$ cat src/hw/rtl/rdx_pkg.sv
// Package for the signed integer to radix digits converter.
// Holds sizes, character codes, request/response structs and the sequencer states.
// No dependencies.
package rdx_pkg;

  localparam int MAX_RADIX   = 64;
  localparam int VALUE_WIDTH = 32;
  localparam int DIV_STEPS   = 4;

  localparam int CHAR_W      = 8;
  localparam int BASE_W      = 7;
  localparam int SYM_IDX_W   = $clog2(MAX_RADIX);
  localparam int DIGIT_W     = 6;
  localparam int DIG_IDX_W   = $clog2(VALUE_WIDTH);
  localparam int DIV_CYCLES  = VALUE_WIDTH / DIV_STEPS;
  localparam int DIV_CNT_W   = $clog2(DIV_CYCLES);
  localparam int APB_ADDR_W  = 3;
  localparam int APB_DATA_W  = 32;

  localparam logic [CHAR_W-1:0] SYM_PLUS  = 8'h2B;
  localparam logic [CHAR_W-1:0] SYM_MINUS = 8'h2D;

  localparam logic REQ_WRITE   = 1'b0;
  localparam logic REQ_CONVERT = 1'b1;

  // Register select is the word address bit of paddr
  localparam logic REG_BASE_LENGTH = 1'b0;

  typedef struct packed {
    logic                        req_type;
    logic [5:0]                  symbol_index;
    logic [CHAR_W-1:0]           symbol_char;
    logic signed [VALUE_WIDTH-1:0] number;
  } req_t;

  typedef struct packed {
    logic [CHAR_W-1:0] out_char;
    logic              last_char;
  } rsp_t;

  typedef enum logic [2:0] {
    ST_IDLE,
    ST_CHECK,
    ST_SIGN,
    ST_DIV,
    ST_OUT_DIG,
    ST_OUT_SYM,
    ST_OUT_EMIT
  } state_t;

endpackage

$ cat src/hw/rtl/signed_int_to_radix_digits.sv
// Write item: one symbol table write. Convert item: a base check, skipped while the
//   result of the last check still stands (no table or base_length write since); then
//   a minus sign, each digit in turn from the divider, and per emitted digit the states
//   ST_OUT_DIG, ST_OUT_SYM and ST_OUT_EMIT for the chained digit buffer and table reads.
// Reset (rst, synchronous) idles the sequencer, clears base_length, the check result and
//   the response valid flag; symbol table and digit buffer hold no defined value until written.
// Top level: signed integer to text in a radix set by a table of digit symbols.
// Depends on rdx_pkg.
module signed_int_to_radix_digits
  import rdx_pkg::*;
(
  input  logic                  clk,
  input  logic                  rst,
  // request channel
  input  logic                  req_valid,
  output logic                  req_ready,
  input  req_t                  req,
  // response channel
  output logic                  rsp_valid,
  input  logic                  rsp_ready,
  output rsp_t                  rsp,
  // configuration port
  input  logic                  psel,
  input  logic                  penable,
  input  logic                  pwrite,
  input  logic [APB_ADDR_W-1:0] paddr,
  input  logic [APB_DATA_W-1:0] pwdata,
  output logic [APB_DATA_W-1:0] prdata,
  output logic                  pready
);

  state_t state, state_next;

  logic [BASE_W-1:0]      base_length;
  logic                   check_valid;
  logic                   check_pass;

  // conversion datapath
  logic                   neg;
  logic [VALUE_WIDTH-1:0] quo;
  logic [DIGIT_W-1:0]     rem;
  logic [DIV_CNT_W-1:0]   div_cnt;
  logic [DIG_IDX_W-1:0]   dig_idx;

  // base check scan
  logic [BASE_W-1:0]      scan_idx;
  logic                   chk_pend;
  logic [255:0]           seen;

  // memories
  logic [CHAR_W-1:0]      symbol_table [MAX_RADIX];
  logic [CHAR_W-1:0]      sym_rd_data;
  logic [DIGIT_W-1:0]     digit_buffer [VALUE_WIDTH];
  logic [DIGIT_W-1:0]     dig_rd_data;

  // control from the output decode
  logic                   sym_wr_en;
  logic                   sym_rd_en;
  logic [SYM_IDX_W-1:0]   sym_rd_addr;
  logic                   dig_wr_en;
  logic                   dig_rd_en;
  logic                   out_load;
  rsp_t                   out_next;

  logic                   req_fire;
  logic                   cfg_write;
  logic                   out_free;
  logic                   base_range_ok;
  logic [VALUE_WIDTH-1:0] num_u;
  logic [VALUE_WIDTH-1:0] req_mag;
  logic                   chk_bad;
  logic                   scan_done;
  logic [VALUE_WIDTH-1:0] quo_w;
  logic [DIGIT_W-1:0]     rem_w;
  logic                   div_last;
  logic                   div_stop;

  assign req_fire  = req_valid && req_ready;
  assign cfg_write = psel && penable && pwrite && pready;
  assign out_free  = !rsp_valid || rsp_ready;

  assign base_range_ok = (base_length >= BASE_W'(2)) && (base_length <= BASE_W'(MAX_RADIX));

  // Magnitude of the request number; the most negative value maps to 2^(W-1) unsigned
  assign num_u   = req.number;
  assign req_mag = num_u[VALUE_WIDTH-1] ? (~num_u + 1'b1) : num_u;

  // A symbol in use fails the check if it is zero, a sign, or already seen in this scan
  assign chk_bad   = chk_pend && ((sym_rd_data == '0) || (sym_rd_data == SYM_PLUS) ||
                                  (sym_rd_data == SYM_MINUS) || seen[sym_rd_data]);
  assign scan_done = !chk_pend && (scan_idx == base_length);

  // Restoring division, DIV_STEPS quotient bits per cycle. Remainder stays below the
  // radix, so it fits DIGIT_W bits; the trial value needs one more.
  always_comb begin : div_step
    logic [DIGIT_W:0] trial;
    trial = '0;
    quo_w = quo;
    rem_w = rem;
    for (int s = 0; s < DIV_STEPS; s++) begin
      trial = {rem_w, quo_w[VALUE_WIDTH-1]};
      quo_w = {quo_w[VALUE_WIDTH-2:0], 1'b0};
      if (trial >= base_length) begin
        trial    = trial - base_length;
        quo_w[0] = 1'b1;
      end
      rem_w = trial[DIGIT_W-1:0];
    end
  end

  assign div_last = (div_cnt == DIV_CNT_W'(DIV_CYCLES - 1));
  // Stop when the quotient runs out, or the digit buffer is full
  assign div_stop = (quo_w == '0) || (dig_idx == DIG_IDX_W'(VALUE_WIDTH - 1));

  // ---------------------------------------------------------------------------------------
  // Sequencer: next state
  // ---------------------------------------------------------------------------------------
  always_comb begin
    state_next = state;
    unique case (state)
      ST_IDLE: begin
        if (req_fire && (req.req_type == REQ_CONVERT)) begin
          if (check_valid) begin
            // reuse the standing check result
            if (!check_pass) state_next = ST_IDLE;
            else if (num_u[VALUE_WIDTH-1]) state_next = ST_SIGN;
            else state_next = ST_DIV;
          end else if (!base_range_ok) begin
            state_next = ST_IDLE;
          end else begin
            state_next = ST_CHECK;
          end
        end
      end
      ST_CHECK: begin
        if (chk_bad) state_next = ST_IDLE;
        else if (scan_done) state_next = neg ? ST_SIGN : ST_DIV;
      end
      ST_SIGN: begin
        if (out_free) state_next = ST_DIV;
      end
      ST_DIV: begin
        if (div_last && div_stop) state_next = ST_OUT_DIG;
      end
      ST_OUT_DIG: begin
        state_next = ST_OUT_SYM;
      end
      ST_OUT_SYM: begin
        state_next = ST_OUT_EMIT;
      end
      ST_OUT_EMIT: begin
        if (out_free) state_next = (dig_idx == '0) ? ST_IDLE : ST_OUT_DIG;
      end
      default: begin
        state_next = ST_IDLE;
      end
    endcase
  end

  // ---------------------------------------------------------------------------------------
  // Sequencer: control outputs. Table and digit buffer accesses never overlap on one
  // entry: each state owns its memory port, so no forwarding is needed.
  // ---------------------------------------------------------------------------------------
  always_comb begin
    req_ready   = 1'b0;
    sym_rd_en   = 1'b0;
    sym_rd_addr = '0;
    dig_wr_en   = 1'b0;
    dig_rd_en   = 1'b0;
    out_load    = 1'b0;
    out_next    = '0;
    unique case (state)
      ST_IDLE: begin
        req_ready = 1'b1;
      end
      ST_CHECK: begin
        // issue the next table read while the previous entry is checked
        sym_rd_en   = (scan_idx < base_length);
        sym_rd_addr = scan_idx[SYM_IDX_W-1:0];
      end
      ST_SIGN: begin
        out_load           = out_free;
        out_next.out_char  = SYM_MINUS;
        out_next.last_char = 1'b0;
      end
      ST_DIV: begin
        dig_wr_en = div_last;
      end
      ST_OUT_DIG: begin
        dig_rd_en = 1'b1;
      end
      ST_OUT_SYM: begin
        sym_rd_en   = 1'b1;
        sym_rd_addr = SYM_IDX_W'(dig_rd_data);
      end
      ST_OUT_EMIT: begin
        out_load           = out_free;
        out_next.out_char  = sym_rd_data;
        out_next.last_char = (dig_idx == '0);
      end
      default: begin
        req_ready = 1'b0;
      end
    endcase
  end

  assign sym_wr_en = req_fire && (req.req_type == REQ_WRITE);

  // ---------------------------------------------------------------------------------------
  // Control and datapath registers
  // ---------------------------------------------------------------------------------------
  always_ff @(posedge clk) begin
    if (rst) begin
      state       <= ST_IDLE;
      base_length <= '0;
      check_valid <= 1'b0;
      check_pass  <= 1'b0;
      chk_pend    <= 1'b0;
      rsp_valid   <= 1'b0;
    end else begin
      state <= state_next;

      // any table write may change the outcome of the check
      if (sym_wr_en) check_valid <= 1'b0;

      unique case (state)
        ST_IDLE: begin
          if (req_fire && (req.req_type == REQ_CONVERT)) begin
            neg      <= num_u[VALUE_WIDTH-1];
            quo      <= req_mag;
            rem      <= '0;
            div_cnt  <= '0;
            dig_idx  <= '0;
            seen     <= '0;
            scan_idx <= '0;
            chk_pend <= 1'b0;
            if (!check_valid && !base_range_ok) begin
              check_valid <= 1'b1;
              check_pass  <= 1'b0;
            end
          end
        end
        ST_CHECK: begin
          chk_pend <= sym_rd_en;
          if (sym_rd_en) scan_idx <= scan_idx + 1'b1;
          if (chk_pend) seen[sym_rd_data] <= 1'b1;
          if (chk_bad) begin
            check_valid <= 1'b1;
            check_pass  <= 1'b0;
          end else if (scan_done) begin
            check_valid <= 1'b1;
            check_pass  <= 1'b1;
          end
        end
        ST_DIV: begin
          quo <= quo_w;
          if (div_last) begin
            rem     <= '0;
            div_cnt <= '0;
            if (!div_stop) dig_idx <= dig_idx + 1'b1;
          end else begin
            rem     <= rem_w;
            div_cnt <= div_cnt + 1'b1;
          end
        end
        ST_OUT_EMIT: begin
          // advance to the next less significant digit
          if (out_free && (dig_idx != '0)) dig_idx <= dig_idx - 1'b1;
        end
        default: begin
          chk_pend <= 1'b0;
        end
      endcase

      // user writes configuration only while idle (unenforced); a write drops check_valid
      if (cfg_write && (paddr[2] == REG_BASE_LENGTH)) begin
        base_length <= pwdata[BASE_W-1:0];
        check_valid <= 1'b0;
      end

      // response register: load wins, otherwise drop on transfer
      if (out_load) rsp_valid <= 1'b1;
      else if (rsp_ready) rsp_valid <= 1'b0;
    end
  end

  // Hold the response payload until the next load
  always_ff @(posedge clk) begin
    if (out_load) rsp <= out_next;
  end

  // ---------------------------------------------------------------------------------------
  // Symbol table: one write port from request transfers, registered read
  // ---------------------------------------------------------------------------------------
  always_ff @(posedge clk) begin
    if (sym_wr_en) symbol_table[req.symbol_index] <= req.symbol_char;
    if (sym_rd_en) sym_rd_data <= symbol_table[sym_rd_addr];
  end

  // Digit buffer: written least significant first, read back in reverse
  always_ff @(posedge clk) begin
    if (dig_wr_en) digit_buffer[dig_idx] <= rem_w;
    if (dig_rd_en) dig_rd_data <= digit_buffer[dig_idx];
  end

  // ---------------------------------------------------------------------------------------
  // Configuration read and handshake
  // ---------------------------------------------------------------------------------------
  assign pready = 1'b1;
  assign prdata = (paddr[2] == REG_BASE_LENGTH) ? APB_DATA_W'(base_length) : '0;

`ifndef SYNTHESIS
  // The final character returns the sequencer to idle
  a_last_to_idle: assert property (@(posedge clk) disable iff (rst)
    (out_load && out_next.last_char) |=> (state == ST_IDLE))
    else $error("last character did not end the conversion");

  // Digits are only produced under a passed base check
  a_div_checked: assert property (@(posedge clk) disable iff (rst)
    (state == ST_DIV) |-> (check_valid && check_pass))
    else $error("division running without a passed base check");

  // The running remainder stays below the radix
  a_rem_range: assert property (@(posedge clk) disable iff (rst)
    (state == ST_DIV) |-> ({1'b0, rem} < base_length))
    else $error("division remainder out of range");

  // A minus sign is never the closing character
  a_minus_not_last: assert property (@(posedge clk) disable iff (rst)
    (rsp_valid && (rsp.out_char == SYM_MINUS)) |-> !rsp.last_char)
    else $error("minus sign flagged as last character");
`endif

endmodule

$ cat config.mk
export PLATFORM = sky130hd
export DESIGN_NAME = signed_int_to_radix_digits
export DESIGN_NICKNAME = d
export VERILOG_FILES = /design/src/hw/rtl/rdx_pkg.sv /design/src/hw/rtl/signed_int_to_radix_digits.sv
export SDC_FILE = /design/constraint.sdc
export NUM_CORES = 2
export LEC_CHECK = 0
export BUFFER_PORTS_ARGS = -buffer_cell sky130_fd_sc_hd__buf_2
export CORE_AREA = 2 2 262 329
export DETAILED_ROUTE_END_ITERATION = 8
export DIE_AREA = 0 0 264 331
export HOLD_SLACK_MARGIN = 0.03
export PLACE_DENSITY = 0.75
export SYNTH_ARGS = -nofsm -noshare
export SYNTH_HDL_FRONTEND = slang
export SYNTH_SLANG_ARGS = --single-unit
$ cat constraint.sdc
create_clock -name clk -period 14.31 [get_ports clk]
set_input_delay 1.431 -clock clk [delete_from_list [all_inputs] [get_ports clk]]
set_output_delay 1.431 -clock clk [all_outputs]
set_load 0.05 [all_outputs]
; After elaboration in Yosys (flattened, before gate mapping)
; Memories as Yosys holds them, arrays and structs flattened. A register that Yosys moved wholly into a read port is not among the register bits.
; Cells that the tools add are included.
[totals]
reg_bits = 333
ram_bits = 704
elab_cells = 177
n_memories = 2
[classes]
n_addsub = 9
order_cmp = 9
eq_ne = 22
mux = 72
n_bitwise = 6
reduce_logical = 42
[memory_table]
columns = name, depth, width, read_ports, rd_ports_with_merged_regs, write_ports, line
row1 = symbol_table, 64, 8, 1, 1, 1, signed_int_to_radix_digits.sv:51  ; logic [CHAR_W-1:0] symbol_table [MAX_RADIX];
row2 = digit_buffer, 32, 6, 1, 1, 1, signed_int_to_radix_digits.sv:53  ; logic [DIGIT_W-1:0] digit_buffer [VALUE_WIDTH];
[ops]
columns = cell, n
row1 = $mux 256, 2
row2 = $pmux 256 s2, 1
row3 = $or 256x256->256, 1
row4 = $mux 32, 2
row5 = $pmux 32 s2, 1
row6 = $mux 6, 6
row7 = $add 32x1->32 const B, 1
row8 = $logic_not 32->1, 1
row9 = $not 32->32, 1
row10 = $mux 3, 10
row11 = $mux 1, 29
row12 = $ge 7x7->1, 4
row13 = $pmux 6 s2, 2
row14 = $sub 6x6->6, 4
row15 = $mux 7, 3
row16 = $pmux 3 s7, 1
row17 = $mux 5, 4
row18 = $ne 2x2->1 const B, 10
row19 = $pmux 9 s2, 1
row20 = $eq 8x6->1 const B, 2
row21 = $pmux 5 s3, 1
row22 = $pmux 7 s2, 1
row23 = $logic_and 1x1->1, 13
row24 = $eq 3x3->1 const B, 4
row25 = 35 further kinds, 55

; Logic depth before layout (Yosys ltp)
[logic_depth]
depth_word = 13
ltp_mapped = 33
ltp_nobuf = 31

; Worst setup path after synthesis
; Ideal clock, no wire load.
[synth_timing]
path_type = register to register
startpoint = register state[0]
endpoint = register seen[0] (enable)
setup_ps = 952
t_arrival_ps = 14232
required_ps = 13358
setup_slack_ps = -874
stages_incl_launch_ff = 5
n_path_buf = 1
period_less_slack_ps = 15184
cell_sequence = dfxtp_1 > clkbuf_1 > nor3_1 > nand3_1 > a21oi_1
[synth_between]
elab_chain_len = 6
elab_cells_between_ends = 9
[synth_rtl]
columns = item, line
row1 = from (decl), signed_int_to_radix_digits.sv:32  ; state_t state, state_next;
row2 = from (signal assigned), signed_int_to_radix_digits.sv:221  ; state <= state_next;
row3 = $logic_not 3->1, signed_int_to_radix_digits.sv:172  ; unique case (state)
row4 = $mux 1, signed_int_to_radix_digits.sv:172
row5 = net req_ready, signed_int_to_radix_digits.sv:16  ; output logic req_ready,
row6 = $logic_and 1x1->1, signed_int_to_radix_digits.sv:78  ; assign req_fire = req_valid && req_ready;
row7 = $logic_and 1x1->1, signed_int_to_radix_digits.sv:228  ; if (req_fire && (req.req_type == REQ_CONVERT)) begin
row8 = $ne 2x2->1 (no line), n/a
row9 = $reduce_and 4->1 (no line), n/a
row10 = to (signal assigned), signed_int_to_radix_digits.sv:234  ; seen <= '0;
row11 = "to (signal, indexed assignment)", signed_int_to_radix_digits.sv:246  ; if (chk_pend) seen[sym_rd_data] <= 1'b1;
row12 = to (decl), signed_int_to_radix_digits.sv:48  ; logic [255:0] seen;
; The timed path passes the listed nets, and every way through them passes these cells.
; A chain may end at the register's enable or synchronous reset.

; Worst setup path after layout
[layout_timing]
startpoint = register base_length[1]
endpoint = register rem[0], data pin
[layout_between]
elab_chain_len = 10
elab_cells_between_ends = 13
[layout_rtl]
columns = item, line
row1 = from (decl), signed_int_to_radix_digits.sv:34  ; logic [BASE_W-1:0] base_length;
row2 = from (signal assigned), signed_int_to_radix_digits.sv:277  ; base_length <= pwdata[BASE_W-1:0];
row3 = $sub 6x6->6 or $ge 7x7->1 (tied branches), "signed_int_to_radix_digits.sv:104, signed_int_to_radix_digits.sv:103"
row4 = $mux 6, signed_int_to_radix_digits.sv:103  ; if (trial >= base_length) begin
row5 = $sub 6x6->6 or $ge 7x7->1 (tied branches), "signed_int_to_radix_digits.sv:104, signed_int_to_radix_digits.sv:103"
row6 = $mux 6, signed_int_to_radix_digits.sv:103
row7 = $sub 6x6->6 or $ge 7x7->1 (tied branches), "signed_int_to_radix_digits.sv:104, signed_int_to_radix_digits.sv:103"
row8 = $mux 6, signed_int_to_radix_digits.sv:103
row9 = $ge 7x7->1 *, signed_int_to_radix_digits.sv:103
row10 = $mux 6 *, signed_int_to_radix_digits.sv:103
row11 = net div_step.trial[0], signed_int_to_radix_digits.sv:96  ; logic [DIGIT_W:0] trial;
row12 = $mux 6 *, signed_int_to_radix_digits.sv:257  ; if (div_last) begin
row13 = $pmux 6 s2 *, signed_int_to_radix_digits.sv:226  ; unique case (state)
row14 = to (signal assigned), signed_int_to_radix_digits.sv:262  ; rem <= rem_w;
row15 = to (decl), signed_int_to_radix_digits.sv:41  ; logic [DIGIT_W-1:0] rem;
; The timed path passes the listed nets; every way through them passes the cells marked *.

==> out/metrics.yaml <==
pwr:
  power_density_mw_per_mm2: 143
  finalPower_mw: 7.35
  power.leakage_nw: 17.2
  irDropWorstVdd_mv: 0.143
worst_setup_path:
  crit_path_frequent_cell: "ha_1"
  cp_num_buf_inv: 4
  critical_path_class: "flip-flop to flip-flop"
  crit_fanout: 17
  worst_ep_required_time_ps: 14850
  end_kind: "flip-flop"
  crit_family: "compound AO/OA/AOI/OAI gates"
  start_kind: "flip-flop"
  cp.arrival_ps: 9080
  slowest_delay_ps: 570
  slowest_stage: "a21oi_2"
timing:
  setup_viol: 0
  max_freq_ghz: 0.117
  rsz0062_at_grt: "false"
  tns_ps: 0
  finalHoldViolations: 0
  hold_ws_ps: 461
  tightest_slew_ps: 1250
  fin_crit_ps: 8540
  finClkSkew_ps: 28.8
  max_slew_margin_pct: 16.5
  min_period_over_period_pct: 59.7
  slew_viol_final: 0
grt:
  grt_pass1_wl_um: 169000
  antenna_found_initial: 0
  grt_pass1_vias: 29923
  grt_max_degree: 202
  grtUsageTotal_pct: 25.0
  overflow: 0
layout:
  fin_nets: 3701
  final_common_cell: "edfxtp_1"
  instances_no_fill: 4737
  drive_gt1_share_pct: 12.1
  syn_to_final_growth_pct: 9.66
  antenna_cells: 0
  layout_common_cells: "1035 x edfxtp_1, 438 x nor2_1, 360 x nand2_1"
route:
  wire_per_inst_um: 23.4
  antenna_left: 0
  route.vias.total: 30280
  drt_iter0_drc: 3349
  firstDrtPassIters: 6
  wl_um: 111000
  vias_per_cell: 6.39
  drc: 0
synth:
  synth_cell_type_count: 66
  synth_edf_count: 1035
  syn_inst: 3577
  ys_warn_count: 0
  synth_seq_area_share_pct: 66.9
  synth_ff_type: "edfxtp_1"
  ys_ff_latch: 1049
  avgSynthCellArea_um2: 13.1
  synthesis.area_mm2: 0.0469
  synth-async-reset-ratio_pct: 0
clocking:
  hold_buffers: 0
  cts_buffers: 99
  clock_sinks: 1049
  path_clk_slew_ps: 60
  cts_tree: "done"
  cts_root_buffer: "clkbuf_16"
  clock_path_buffers: 3
  postCtsResizedCells: 0
  post_cts_buffers: 0
  worstSkewPairLatency_ps: 690
  htree_levels: 3
floorplanning:
  start_util_pct: 55.8
  dieArea_mm2: 0.0874
  row_count: 119
  die_y_um: 331
  die_w_um: 264
  ioPinCount: 133
  design.core.area_mm2: 0.0840
placement:
  placedCellCount: 4552
  gp_congestion: 0.865
  detailed_place_hpwl_um: 65200
  io_buffers: 79
hold_path:
  hp-class: "flip-flop to flip-flop"
outcome:
  status: "complete, no violations"
run:
  drv_cap: 0
[Yosys cell counts (all sizes together) (8+ instances only)]
library cell | number | area [um2]
a22oi | 15 | 113
nand2b | 16 | 100
nand3 | 26 | 130
or4 | 9 | 87.6
nand2 | 361 | 1360
a211oi | 188 | 1410
a31oi | 76 | 475
mux4 | 104 | 2340
xnor2 | 15 | 131
a21oi | 362 | 1810
and3 | 133 | 832
clkbuf | 236 | 886
dfxtp | 14 | 280
a21o | 13 | 97.6
edfxtp | 1035 | 31100
inv | 41 | 154
nor2b | 23 | 144
mux2i | 33 | 330
a221oi | 11 | 96.3
buf | 49 | 284
a211o | 8 | 70.1
and2 | 13 | 81.3
nand3b | 8 | 60.1
o21a | 9 | 67.6
nor3 | 21 | 105
nor2 | 442 | 1660
mux2 | 11 | 124
nand4 | 12 | 75.1
ha | 42 | 526
a311oi | 70 | 613
o31ai | 12 | 90.1
nor4 | 15 | 93.8
o21ai | 55 | 275
xor2 | 34 | 298
[final timing paths]
path,from,to,slack [ps],depth (start not counted)
setup / recovery,base_length[1],rem[0],5770,29
hold / removal,base_length[5],base_length[5],460,2
setup reg to reg,base_length[1],rem[0],5770,29
hold reg to reg,base_length[5],base_length[5],460,2
[state kept, by name, summed over array words and instances (netlist names), 3 cells and up]
register	flops
state	3
symbol_table	512
dig_rd_data	6
quo	32
rem	6
digit_buffer	192
sym_rd_data	8
dig_idx	5
rsp	9
base_length	7
scan_idx	7
seen	254
div_cnt	3
[metrics by stage]
| step | utilization [%] | cell area [um2] | worst slack, ps |
|---|---|---|---|
| 6_report | 61.2 | 51400 | 5770 |
| 4_1_cts | 61.2 | 51400 | 5670 |
| 3_3_place_gp | 57.4 | 48200 | 6020 |
| 2_1_floorplan | - | 47000 | 4080 |
| 3_5_place_dp | 57.4 | 48200 | 5690 |
| 5_1_grt | 61.2 | 51400 | 5190 |
[power by group]
group	switching, mW	internal (mW)	leakage [nW]
Sequential	0.0326	3.71	9.55
Clock	1.15	1.43	1.53
Combinational	0.744	0.280	6.08
Total	1.92	5.42	17.2
[final cells by class]
class                           instances  area, um2
Inverter                               41        154
Clock inverter                         58        553
Timing Repair Buffer                  148        933
Tap cell                             1089       1360
Fill cell                            6272      32600
Multi-Input combinational cell       2226      14400
Sequential cell                      1049      31400
Clock buffer                          126       2620
[cell families after synthesis]
family | after synthesis | share of synthesized area, %
xor gates and xnor gates | 49 | 0.916
adders and majority gates | 47 | 1.33
buffers and inverters | 326 | 2.82
AOI/OAI and AO/OA | 851 | 11.5
muxes | 148 | 5.97
other | 2 | 0.0160
and+or+nand+nor | 1105 | 10.5
DFF | 1049 | 66.9
[layer usage]
| layer | share of wire, % | vias up | global-route usage, % | routed length (um) |
|---|---|---|---|---|
| met5 | 0 | - | 0 | 0 |
| met4 | 3.8 | 0 | 11.1 | 4170 |
| met3 | 8.0 | 278 | 3.28 | 8870 |
| met2 | 50 | 1443 | 42.6 | 55500 |
| met1 | 38 | 14940 | 32.3 | 42200 |
| li1 | - | 13619 | - | - |
[worst min-delay path, stage by stage (launching register included)]
cell	delay, ps
dfxtp_1	310
nand2_1	50
a21oi_1	50
(Power assumes the default switching activity.)
